<file path="src/rtl/pps_pkg.sv">
package pps_pkg;

    localparam int PRIO_W = 8;
    localparam int SLOT_W = 4;
    localparam int FIELD_W = 16;

    typedef enum logic [1:0] {
        KIND_LOAD = 2'd0,
        KIND_RAN  = 2'd1,
        KIND_IDLE = 2'd2
    } t_kind;

    // command broadcast from the controller to every cell
    typedef struct packed {
        logic load;   // write the addressed slot
        logic run;    // take one tick of work from the addressed slot
    } t_cell_cmd;

endpackage

</file>
<file path="src/rtl/pps_cell.sv">
module pps_cell #(
    parameter int TIME_BITS = 16,
    parameter int IW        = 4,
    parameter int CELL_IDX  = 0
) (
    input  logic                        i_clk,
    input  logic                        i_rst_n,
    input  pps_pkg::t_cell_cmd          i_cmd,
    input  logic [IW-1:0]               i_idx,
    input  logic [TIME_BITS-1:0]        i_arrival,
    input  logic [TIME_BITS-1:0]        i_burst,
    input  logic [pps_pkg::PRIO_W-1:0]  i_prio,
    input  logic [TIME_BITS-1:0]        i_now,
    input  logic                        i_cand_vld,
    input  logic [pps_pkg::PRIO_W-1:0]  i_cand_prio,
    input  logic [IW-1:0]               i_cand_idx,
    input  logic [TIME_BITS-1:0]        i_cand_arrival,
    input  logic [TIME_BITS-1:0]        i_cand_burst,
    input  logic                        i_cand_last,
    output logic                        o_cand_vld,
    output logic [pps_pkg::PRIO_W-1:0]  o_cand_prio,
    output logic [IW-1:0]               o_cand_idx,
    output logic [TIME_BITS-1:0]        o_cand_arrival,
    output logic [TIME_BITS-1:0]        o_cand_burst,
    output logic                        o_cand_last
);
    import pps_pkg::*;

    localparam logic [IW-1:0] MY_IDX = IW'(CELL_IDX);

    logic                 r_valid;
    logic [TIME_BITS-1:0] r_arrival;
    logic [TIME_BITS-1:0] r_burst;
    logic [PRIO_W-1:0]    r_prio;
    logic [TIME_BITS-1:0] r_remain;

    logic w_sel;
    logic w_ready;
    logic w_win;

    assign w_sel   = (i_idx == MY_IDX);
    assign w_ready = r_valid && (r_arrival <= i_now) && (r_remain != '0);
    // strict less: on equal priority the lower slot upstream keeps it
    assign w_win   = w_ready && (!i_cand_vld || (r_prio < i_cand_prio));

    always_ff @(posedge i_clk) begin
        if (!i_rst_n) begin
            r_valid    <= 1'b0;
            o_cand_vld <= 1'b0;
        end else begin
            if (i_cmd.load && w_sel) begin
                r_valid <= 1'b1;
            end else if (i_cmd.run && w_sel && (r_remain == TIME_BITS'(1))) begin
                r_valid <= 1'b0;
            end
            o_cand_vld <= w_win || i_cand_vld;
        end
    end

    always_ff @(posedge i_clk) begin
        if (i_cmd.load && w_sel) begin
            r_arrival <= i_arrival;
            r_burst   <= i_burst;
            r_prio    <= i_prio;
            r_remain  <= i_burst;
        end else if (i_cmd.run && w_sel) begin
            r_remain  <= r_remain - 1'b1;
        end
        if (w_win) begin
            o_cand_prio    <= r_prio;
            o_cand_idx     <= MY_IDX;
            o_cand_arrival <= r_arrival;
            o_cand_burst   <= r_burst;
            o_cand_last    <= (r_remain == TIME_BITS'(1));
        end else begin
            o_cand_prio    <= i_cand_prio;
            o_cand_idx     <= i_cand_idx;
            o_cand_arrival <= i_cand_arrival;
            o_cand_burst   <= i_cand_burst;
            o_cand_last    <= i_cand_last;
        end
    end

endmodule

</file>
<file path="src/rtl/preemptive_priority_scheduler_core.sv">
// Preemptive priority scheduler over MAX_PROCS process slots, one cell per
// slot in a chain. A load transfer writes a slot; its result moves to the
// output register in the emit state once that register is free, and the
// next transfer is taken only after that. A tick first runs the
// best-candidate pass that ripples one cell per cycle down the chain; then
// the winner is charged a tick, the clock advances and the result goes out
// through the emit state in the same way. One item is worked on at a time;
// a finished result sits in the output register while the next transfer is
// taken. Ties on priority go to the lowest slot, loads to slots beyond the
// table are answered but change nothing, and the clock saturates at its
// all-ones value.
module preemptive_priority_scheduler_core #(
    parameter int MAX_PROCS = 16,
    parameter int TIME_BITS = 16
) (
    input  logic                          i_clk,
    input  logic                          i_rst_n,
    input  logic                          i_in_valid,
    output logic                          o_in_ready,
    input  logic                          i_action,
    input  logic [pps_pkg::SLOT_W-1:0]    i_slot,
    input  logic [pps_pkg::FIELD_W-1:0]   i_arrival,
    input  logic [pps_pkg::FIELD_W-1:0]   i_burst,
    input  logic [pps_pkg::PRIO_W-1:0]    i_prio,
    output logic                          o_out_valid,
    input  logic                          i_out_ready,
    output logic [1:0]                    o_kind,
    output logic [pps_pkg::SLOT_W-1:0]    o_ran_slot,
    output logic                          o_finished,
    output logic [pps_pkg::FIELD_W-1:0]   o_completion,
    output logic [pps_pkg::FIELD_W-1:0]   o_turnaround,
    output logic [pps_pkg::FIELD_W-1:0]   o_waiting
);
    import pps_pkg::*;

    localparam int IW   = $clog2(MAX_PROCS);
    localparam int CW   = $clog2(MAX_PROCS + 1);
    localparam int LAST = MAX_PROCS - 1;

    typedef enum logic [1:0] {
        ST_IDLE,
        ST_SCAN,
        ST_EMIT
    } t_state;

    t_state               r_state;
    logic [CW-1:0]        r_cnt;
    logic [TIME_BITS-1:0] r_now;

    // result waiting for the output register
    t_kind                r_p_kind;
    logic [SLOT_W-1:0]    r_p_slot;
    logic                 r_p_fin;
    logic [FIELD_W-1:0]   r_p_comp;
    logic [FIELD_W-1:0]   r_p_tat;
    logic [FIELD_W-1:0]   r_p_wt;

    // candidate chain, entry k is the registered output of cell k
    logic                 c_vld  [MAX_PROCS];
    logic [PRIO_W-1:0]    c_prio [MAX_PROCS];
    logic [IW-1:0]        c_idx  [MAX_PROCS];
    logic [TIME_BITS-1:0] c_arr  [MAX_PROCS];
    logic [TIME_BITS-1:0] c_bur  [MAX_PROCS];
    logic                 c_last [MAX_PROCS];

    logic                 a_vld  [MAX_PROCS];
    logic [PRIO_W-1:0]    a_prio [MAX_PROCS];
    logic [IW-1:0]        a_idx  [MAX_PROCS];
    logic [TIME_BITS-1:0] a_arr  [MAX_PROCS];
    logic [TIME_BITS-1:0] a_bur  [MAX_PROCS];
    logic                 a_last [MAX_PROCS];

    t_cell_cmd            w_cmd;
    logic [IW-1:0]        w_idx;
    logic                 w_accept;
    logic                 w_hit;
    logic                 w_scan_done;
    logic [TIME_BITS-1:0] w_now_nxt;
    logic [TIME_BITS-1:0] w_tat;
    logic [TIME_BITS-1:0] w_wt;

    assign o_in_ready  = (r_state == ST_IDLE);
    assign w_accept    = i_in_valid && o_in_ready;
    assign w_hit       = (32'(i_slot) < MAX_PROCS);
    // once the counter reaches MAX_PROCS the last cell holds the winner
    assign w_scan_done = (r_state == ST_SCAN) && (r_cnt == CW'(MAX_PROCS));

    assign w_cmd.load  = w_accept && !i_action && w_hit;
    assign w_cmd.run   = w_scan_done && c_vld[LAST];
    assign w_idx       = w_cmd.run ? c_idx[LAST] : IW'(i_slot);

    // saturating clock
    assign w_now_nxt   = (r_now == '1) ? r_now : r_now + 1'b1;
    assign w_tat       = w_now_nxt - c_arr[LAST];
    assign w_wt        = (w_tat >= c_bur[LAST]) ? w_tat - c_bur[LAST] : '0;

    for (genvar g = 0; g < MAX_PROCS; g++) begin : g_cell
        if (g == 0) begin : g_head
            assign a_vld[g]  = 1'b0;
            assign a_prio[g] = '0;
            assign a_idx[g]  = '0;
            assign a_arr[g]  = '0;
            assign a_bur[g]  = '0;
            assign a_last[g] = 1'b0;
        end else begin : g_link
            assign a_vld[g]  = c_vld[g-1];
            assign a_prio[g] = c_prio[g-1];
            assign a_idx[g]  = c_idx[g-1];
            assign a_arr[g]  = c_arr[g-1];
            assign a_bur[g]  = c_bur[g-1];
            assign a_last[g] = c_last[g-1];
        end

        pps_cell #(
            .TIME_BITS (TIME_BITS),
            .IW        (IW),
            .CELL_IDX  (g)
        ) u_cell (
            .i_clk          (i_clk),
            .i_rst_n        (i_rst_n),
            .i_cmd          (w_cmd),
            .i_idx          (w_idx),
            .i_arrival      (TIME_BITS'(i_arrival)),
            .i_burst        (TIME_BITS'(i_burst)),
            .i_prio         (i_prio),
            .i_now          (r_now),
            .i_cand_vld     (a_vld[g]),
            .i_cand_prio    (a_prio[g]),
            .i_cand_idx     (a_idx[g]),
            .i_cand_arrival (a_arr[g]),
            .i_cand_burst   (a_bur[g]),
            .i_cand_last    (a_last[g]),
            .o_cand_vld     (c_vld[g]),
            .o_cand_prio    (c_prio[g]),
            .o_cand_idx     (c_idx[g]),
            .o_cand_arrival (c_arr[g]),
            .o_cand_burst   (c_bur[g]),
            .o_cand_last    (c_last[g])
        );
    end

    always_ff @(posedge i_clk) begin
        if (!i_rst_n) begin
            r_state     <= ST_IDLE;
            r_cnt       <= '0;
            r_now       <= '0;
            o_out_valid <= 1'b0;
        end else begin
            if (o_out_valid && i_out_ready) begin
                o_out_valid <= 1'b0;
            end
            unique case (r_state)
                ST_IDLE: begin
                    if (w_accept) begin
                        if (i_action) begin
                            r_cnt   <= '0;
                            r_state <= ST_SCAN;
                        end else begin
                            r_state <= ST_EMIT;
                        end
                    end
                end
                ST_SCAN: begin
                    if (w_scan_done) begin
                        r_now   <= w_now_nxt;
                        r_state <= ST_EMIT;
                    end else begin
                        r_cnt   <= r_cnt + 1'b1;
                    end
                end
                ST_EMIT: begin
                    // output register free or being emptied this cycle
                    if (!o_out_valid || i_out_ready) begin
                        o_out_valid <= 1'b1;
                        r_state     <= ST_IDLE;
                    end
                end
                default: begin
                    r_state <= ST_IDLE;
                end
            endcase
        end
    end

    // payload, no reset needed
    always_ff @(posedge i_clk) begin
        if (w_accept && !i_action) begin
            r_p_kind <= KIND_LOAD;
            r_p_slot <= '0;
            r_p_fin  <= 1'b0;
            r_p_comp <= '0;
            r_p_tat  <= '0;
            r_p_wt   <= '0;
        end else if (w_scan_done) begin
            if (c_vld[LAST]) begin
                r_p_kind <= KIND_RAN;
                r_p_slot <= SLOT_W'(c_idx[LAST]);
                r_p_fin  <= c_last[LAST];
                r_p_comp <= c_last[LAST] ? FIELD_W'(w_now_nxt) : '0;
                r_p_tat  <= c_last[LAST] ? FIELD_W'(w_tat) : '0;
                r_p_wt   <= c_last[LAST] ? FIELD_W'(w_wt) : '0;
            end else begin
                r_p_kind <= KIND_IDLE;
                r_p_slot <= '0;
                r_p_fin  <= 1'b0;
                r_p_comp <= '0;
                r_p_tat  <= '0;
                r_p_wt   <= '0;
            end
        end
        if ((r_state == ST_EMIT) && (!o_out_valid || i_out_ready)) begin
            o_kind       <= r_p_kind;
            o_ran_slot   <= r_p_slot;
            o_finished   <= r_p_fin;
            o_completion <= r_p_comp;
            o_turnaround <= r_p_tat;
            o_waiting    <= r_p_wt;
        end
    end

endmodule

</file>
<file path="config.mk">
export PLATFORM = sky130hd
export DESIGN_NAME = preemptive_priority_scheduler_core
export DESIGN_NICKNAME = d
export VERILOG_FILES = /design/src/rtl/pps_pkg.sv /design/src/rtl/pps_cell.sv /design/src/rtl/preemptive_priority_scheduler_core.sv
export SDC_FILE = /design/constraint.sdc
export NUM_CORES = 2
export LEC_CHECK = 0
export BUFFER_PORTS_ARGS = -buffer_cell sky130_fd_sc_hd__buf_2
export CORE_AREA = 3 3 540 542
export CTS_CLUSTER_SIZE = 25
export DETAILED_ROUTE_END_ITERATION = 7
export DIE_AREA = 0 0 543 545
export SLEW_MARGIN = 20
export SYNTH_ARGS = -nofsm -noshare
export SYNTH_HDL_FRONTEND = slang
export SYNTH_SLANG_ARGS = --single-unit
</file>
<file path="constraint.sdc">
create_clock -name i_clk -period 5.85 [get_ports i_clk]
set_input_delay 0.2925 -clock i_clk [delete_from_list [all_inputs] [get_ports i_clk]]
set_output_delay 0.2925 -clock i_clk [all_outputs]
set_load 0.05 [all_outputs]
</file>
### Word-level counts from Yosys, hierarchy flattened

Cells that the tools add are included.

| operators by class | value |
|---|---|
| add/sub/neg operators | 20 |
| $mul | 0 |
| div/mod/pow operators | 0 |
| magnitude comparators | 32 |
| equal/unequal tests | 40 |
| shifts and indexed selects | 0 |
| multiplexer cells | 148 |
| bitwise logic cells | 0 |
| reductions and logical operators | 203 |

Operator list:

| cell | number |
|---|---|
| $mux 16 | 70 |
| $eq 16x1->1 const B | 16 |
| $le 16x16->1 | 16 |
| $reduce_bool 16->1 | 16 |
| $sub 16x1->16 const B | 16 |
| $lt 8x8->1 | 15 |
| $mux 8 | 14 |
| $logic_and 1x1->1 | 101 |
| $reduce_bool 2->1 | 33 |
| $mux 1 | 52 |
| $eq 4x4->1 const B | 8 |
| $sub 16x16->16 | 2 |
| $logic_or 1x1->1 | 31 |
| $logic_not 1->1 | 17 |
| $add 16x1->16 const B | 1 |
| $eq 16x16->1 const B | 1 |
| $eq 4x3->1 const B | 4 |
| $ge 16x16->1 | 1 |
| $mux 5 | 3 |
| $mux 2 | 5 |
| $pmux 5 s2 | 1 |
| $eq 4x2->1 const B | 2 |
| $mux 4 | 2 |
| $ne 2x2->1 const B | 3 |
| other kinds (12) | 13 |

| storage, ports and cells | value |
|---|---|
| flip-flop bits (word level) | 1759 |
| latch bits | 0 |
| memory bits (writable) | 0 |
| ROM bits | 0 |
| bits of input ports | 49 |
| output and inout port bits | 57 |
| logic and storage cells | 633 |
| memories kept | 0 |

### Depth between registers and ports, before layout

| depth | value |
|---|---|
| depth in word-level cells | 9 |
| gate-level depth with buffers | 24 |
| mapped depth without buffers | 22 |

### Modules after synthesis

From an unflattened synthesis, not the netlist that was laid out.

| unflattened totals | value |
|---|---|
| cell total of the unflattened synthesis | 5797 |
| area total of the unflattened synthesis | 74246.2 um^2 |

Modules (own cells, without submodules):

| module | instances | cells an instance | area each (um^2) | seq. area each (um^2) |
|---|---|---|---|---|
| pps_cell (g_cell[10].u_cell ...) | 3 | 323 | 4235.3 | 2622.5 |
| pps_cell (g_cell[1].u_cell ...) | 3 | 323 | 4227.8 | 2622.5 |
| pps_cell (g_cell[13].u_cell ...) | 2 | 319 | 4240.3 | 2622.5 |
| pps_cell (g_cell[12].u_cell ...) | 2 | 324 | 4234.1 | 2622.5 |
| pps_cell (g_cell[11].u_cell ...) | 2 | 323 | 4229.1 | 2622.5 |
| preemptive_priority_scheduler_core | 1 | 643 | 6507.5 | 3233.1 |
| pps_cell (g_cell[8].u_cell) | 1 | 320 | 4244.1 | 2622.5 |
| pps_cell (g_cell[7].u_cell) | 1 | 318 | 4239.1 | 2622.5 |
| pps_cell (g_cell[15].u_cell) | 1 | 323 | 4234.1 | 2622.5 |
| pps_cell (g_cell[0].u_cell) | 1 | 323 | 4225.3 | 2622.5 |

### Worst setup path before layout

OpenSTA, ideal clock, no wires.

| path | value |
|---|---|
| path kind | register to register |
| from | register r_now[7] |
| to | register r_p_wt[11] |
| library setup time | 0.065 ns |
| data arrival time | 4.899 ns |
| required time | 5.785 ns |
| slack | 0.886 ns |
| stages on the path, launching flop included | 25 |
| buffers on the path | 4 |
| clock period less this slack | 4.964 ns |
| path through | dfxtp_1 > clkbuf_1 > nand4_1 > or3_1 > or3_1 > clkbuf_1 > xnor2_1 > ha_1 > fa_1 > nor2b_1 > o21ai_1 > a21boi_1 > o31a_1 > nand2b_1 > xor2_1 > ha_1 > clkbuf_1 > nand4_1 > o221ai_1 > a21o_1 > nand3_1 > o21ai_1 > clkbuf_1 > a22oi_1 > nor2_1 |

| on the way | value |
|---|---|
| longest elaborated chain between the ends | 7 |
| elaborated cells between the ends (all ways) | 9 |
| classes of those cells | add/sub (3); order compare (1); eq/ne (1); mux (4) |

Ends and longest elaborated chain:

| element | RTL line | source |
|---|---|---|
| from (decl) | preemptive_priority_scheduler_core.sv:48 | `logic [TIME_BITS-1:0] r_now;` |
| from (signal assigned) | preemptive_priority_scheduler_core.sv:165 | `r_now <= w_now_nxt;` |
| $add 16x1->16 or $eq 16x16->1 (tied branches) | preemptive_priority_scheduler_core.sv:93 | `assign w_now_nxt = (r_now == '1) ? r_now : r_now + 1'b1;` |
| $mux 16 (*) | preemptive_priority_scheduler_core.sv:93 |  |
| $sub 16x16->16 (*) | preemptive_priority_scheduler_core.sv:94 | `assign w_tat = w_now_nxt - c_arr[LAST];` |
| $sub 16x16->16 or $ge 16x16->1 (tied branches) | preemptive_priority_scheduler_core.sv:95 | `assign w_wt = (w_tat >= c_bur[LAST]) ? w_tat - c_bur[LAST] : '0;` |
| $mux 16 (*) | preemptive_priority_scheduler_core.sv:95 |  |
| $mux 16 (*) | preemptive_priority_scheduler_core.sv:201 | `r_p_wt <= c_last[LAST] ? FIELD_W'(w_wt) : '0;` |
| $mux 16 (*) | preemptive_priority_scheduler_core.sv:195 | `if (c_vld[LAST]) begin` |
| to (signal assigned) | preemptive_priority_scheduler_core.sv:201 |  |
| to (decl) | preemptive_priority_scheduler_core.sv:56 | `logic [FIELD_W-1:0] r_p_wt;` |

Every way passes the cells marked *; elsewhere a longest branch is shown, timed or not.
A chain may end at the register's enable or synchronous reset.

### Worst setup path after layout

| path | value |
|---|---|
| from | register r_now[7] |
| to | register r_p_wt[12] |

Same word-level chain as after synthesis.

==> flow_summary.toml <==
[synthesis]
yosysTopAreaCell = "edfxtp_1"
yosys_warnings = 0
syn_nets = 5952
synth_edf_count = 951
netlist_instances = 5474
synth_ff_type = "edfxtp_1"
synth_most_common_cell = "edfxtp_1"
synth_area_leaders = "edfxtp_1, dfxtp_1, mux2_1, ha_1, xnor2_1"
synth_area_per_cell_um2 = 13.1
syn_area_mm2 = 0.0718
synth_async_sr_flop_share_pct = 0
synth_common_cells = "edfxtp_1, dfxtp_1, mux2_1, ha_1, nor2_1"
synth.top_cell.area_share_pct = 39.8
synth_cell_types = 75
yosysSeqAreaShare_pct = 62.3
synth_seq_cells = 1759

[timing]
hold_viol = 0
fin_tns_setup_ns = 0
period_needed_ns = 5.39
slew_violations = 0
rsz0062_at_grt = "false"
worst_hold_slack_ns = 0.0544
fin_crit_sh_pct = 92.1
fin_skew_ns = 0.0473
slew_headroom_pct = 24.0
worst_pin_slew_ns = 1.14
finalSetupViolCount = 0
max_freq_ghz = 0.186

[power]
power_frac_seq_pct = 51.6
vdd_ir_drop_max_v = 0.000330
p_leak_uw = 0.0305
combPwrFrac_pct = 3.4
switching_share_pct = 21.1
internal_power_uw = 20100
power.density_mw_per_mm2 = 305
switchingPower_uw = 5390
pwr-share-clk_pct = 45.0

[placement]
place_congestion = 0.831
post_dp_cell_area_mm2 = 0.0773
port_buffers = 105
dp_hpwl_mm = 124
dp_cells = 9280

[grt]
grt.overflow.total = 0
antenna_found_initial = 24
grt_pass1_wl_mm = 271
grt_pass1_vias = 44000
grt_max_degree = 74
grt_use_total_pct = 11.8

[run]
cap_violations = 0

[cts]
cts.root.buffer_cell = "clkbuf_16"
cts.path.max_buffers = 3
insertion_delay_ns = 0.81
cts_setup_buffers = 0
cts_tree = "built"
numCtsBuffers = 178
clock_sinks = 1759
clk_pin_slew_ns = 0.06
htree_levels = 4

[die]
dieArea_mm2 = 0.296
die_h_um = 545
ios = 106
die_w_um = 543
num_rows = 197
start_util_pct = 25.0
core_mm2 = 0.287

[cells_and_area]
postLayoutCellArea_mm2 = 0.0836
area_growth_pct = 16.4
fillers = 28800
utilization_pct = 29.1
stdcell_count = 9648
drive_gt1_share_pct = 10.5
final_nets = 6186

[status]
outcome = "completed"

[route]
drtAntennaViolNets = 0
wl_mm = 178
wl_per_cell_um = 18.4
route.detailed.drc = 0
dr.pass1.iters = 6
drt-initial-drc-count = 2257
avgViaCountPerCell = 4.45
vias = 42900

[setup_path]
max_stage_delay_ns = 0.48
slowest_stage = "dfxtp_1"
start_kind = "register"
worstSetupPathType = "register to register"
critPathCaptureType = "register"
critical_path.cell_chain = "nand4_1 -> or3_1 -> or3_1 -> xnor2_1 -> ha_1 -> fa_1 -> nor2b_1 -> o21ai_1 -> a21boi_1 -> o211ai_1 -> a21boi_1 -> o21ai_0 -> and2_1 -> ha_1 -> a21oi_1 -> o221ai_1 -> a21o_1 -> nand3_1 -> o21ai_4 -> a32oi_1 -> nor2_1"
required_ns = 6.51
cp_max_fo = 16
cp_data_arrival_time_ns = 6.05

[min_path]
hp-class = "input pin to register"
[cell usage in the layout, fill, tap and decap left out, types with 37 or more instances in the layout]
cell type and n:
clkbuf_1 56, xor2_1 57, o21a_1 37, mux2_2 47, inv_1 241, nand3_1 73, edfxtp_1 951, clkbuf_16 185
o21ai_1 167, a21oi_1 242, mux2_4 38, nor2_1 352, nor4_1 67, dfxtp_1 808, and2_1 50, a21o_1 93
nand4_1 69, buf_4 98, nand2_1 264, o21ai_0 45, ha_1 427, mux2_1 516, nand2b_1 44, nor2b_1 47
xnor2_1 188, buf_2 105, nor3_1 70
[state kept, by name (all words and copies together) (netlist names), 49 cells and up]
register	flops
g_cell.u_cell.r_burst	256
g_cell.u_cell.r_remain	256
g_cell.u_cell.r_prio	128
g_cell.u_cell.o_cand_idx	49
g_cell.u_cell.o_cand_burst	256
g_cell.u_cell.o_cand_prio	120
g_cell.u_cell.o_cand_arrival	256
g_cell.u_cell.r_arrival	256
[worst max-delay path: cells and delay by family (launching register included)]
family | cells | cell delay, ns
AND/OR/NAND/NOR | 7 | 1.52
AO/OA/AOI/OAI | 10 | 2.16
adder cells (fa/ha/maj) | 3 | 0.87
flip-flops | 1 | 0.48
XOR/XNOR | 1 | 0.20
[stage by stage]
stage,setup WS (ns),power (uW)
global placement,0.109,14300
CTS,0.443,25800
detailed placement,0.496,14300
floorplan,0.886,13900
global route,0.0668,26300
finish,0.462,25500
[final timing paths]
| kind | slack [ns] | cells past startpoint | startpoint | endpoint |
|---|---|---|---|---|
| worst max register to register | 0.46 | 21 | r_now[7] | r_p_wt[12] |
| worst max-delay path | 0.46 | 21 | r_now[7] | r_p_wt[12] |
| worst min register to register | 0.40 | 1 | g_cell[13].u_cell.o_cand_idx[1] | g_cell[14].u_cell.o_cand_idx[1] |
| worst min-delay path | 0.05 | 1 | i_arrival[9] | g_cell[10].u_cell.r_arrival[9] |
[area by class of cell]
cell class / instances / area [um2] / share of cell area (%)
antenna: 6 / 15.0 / 0.0180
clock buffer: 268 / 5210 / 6.24
clock inverter: 65 / 747 / 0.894
inverter: 256 / 962 / 1.15
multi-input combinational: 3279 / 25500 / 30.6
sequential: 1759 / 44700 / 53.5
tap: 3781 / 4730 / 5.66
timing repair buffer: 234 / 1610 / 1.93
[repair_timing]
item / 4_1_cts / 5_1_grt
hold endpoints to repair: 330 / 0
gates resized for setup: 0 / 1
setup endpoints to repair: 0 / 6
hold buffers: 27 / 0
[cells by family (layout without fill, tap and decap cells)]
logic type / count (synthesis) / count (layout) / synth area share [%]
flip-flops: 1759 / 1759 / 62.3
AND/OR/NAND/NOR: 1174 / 1174 / 7.95
AO/OA/AOI/OAI: 819 / 819 / 7.11
multiplexers: 612 / 612 / 9.78
buffers and inverters: 436 / 823 / 2.33
adder cells (fa/ha/maj): 429 / 429 / 7.50
XOR/XNOR: 245 / 245 / 2.99
other: 0 / 6 / 0
[power by group through the flow]
stage | combinational (uW) | sequential (uW) | clock, uW
after floorplan | 462 | 13400 | 0
after global placement | 833 | 13400 | 0
after detailed placement | 843 | 13400 | 0
after CTS | 868 | 13200 | 11700
after global routing | 940 | 13200 | 12200
final | 856 | 13200 | 11500
[per-layer routing]
metal	vias up	share of wire, %	GRT usage [%]
li1	20400	-	-
met5	-	0.042	0
met4	12	2.2	3.13
met1	21400	45	15.0
met3	265	4.2	1.97
met2	816	49	20.8
(Power assumes the default switching activity.)
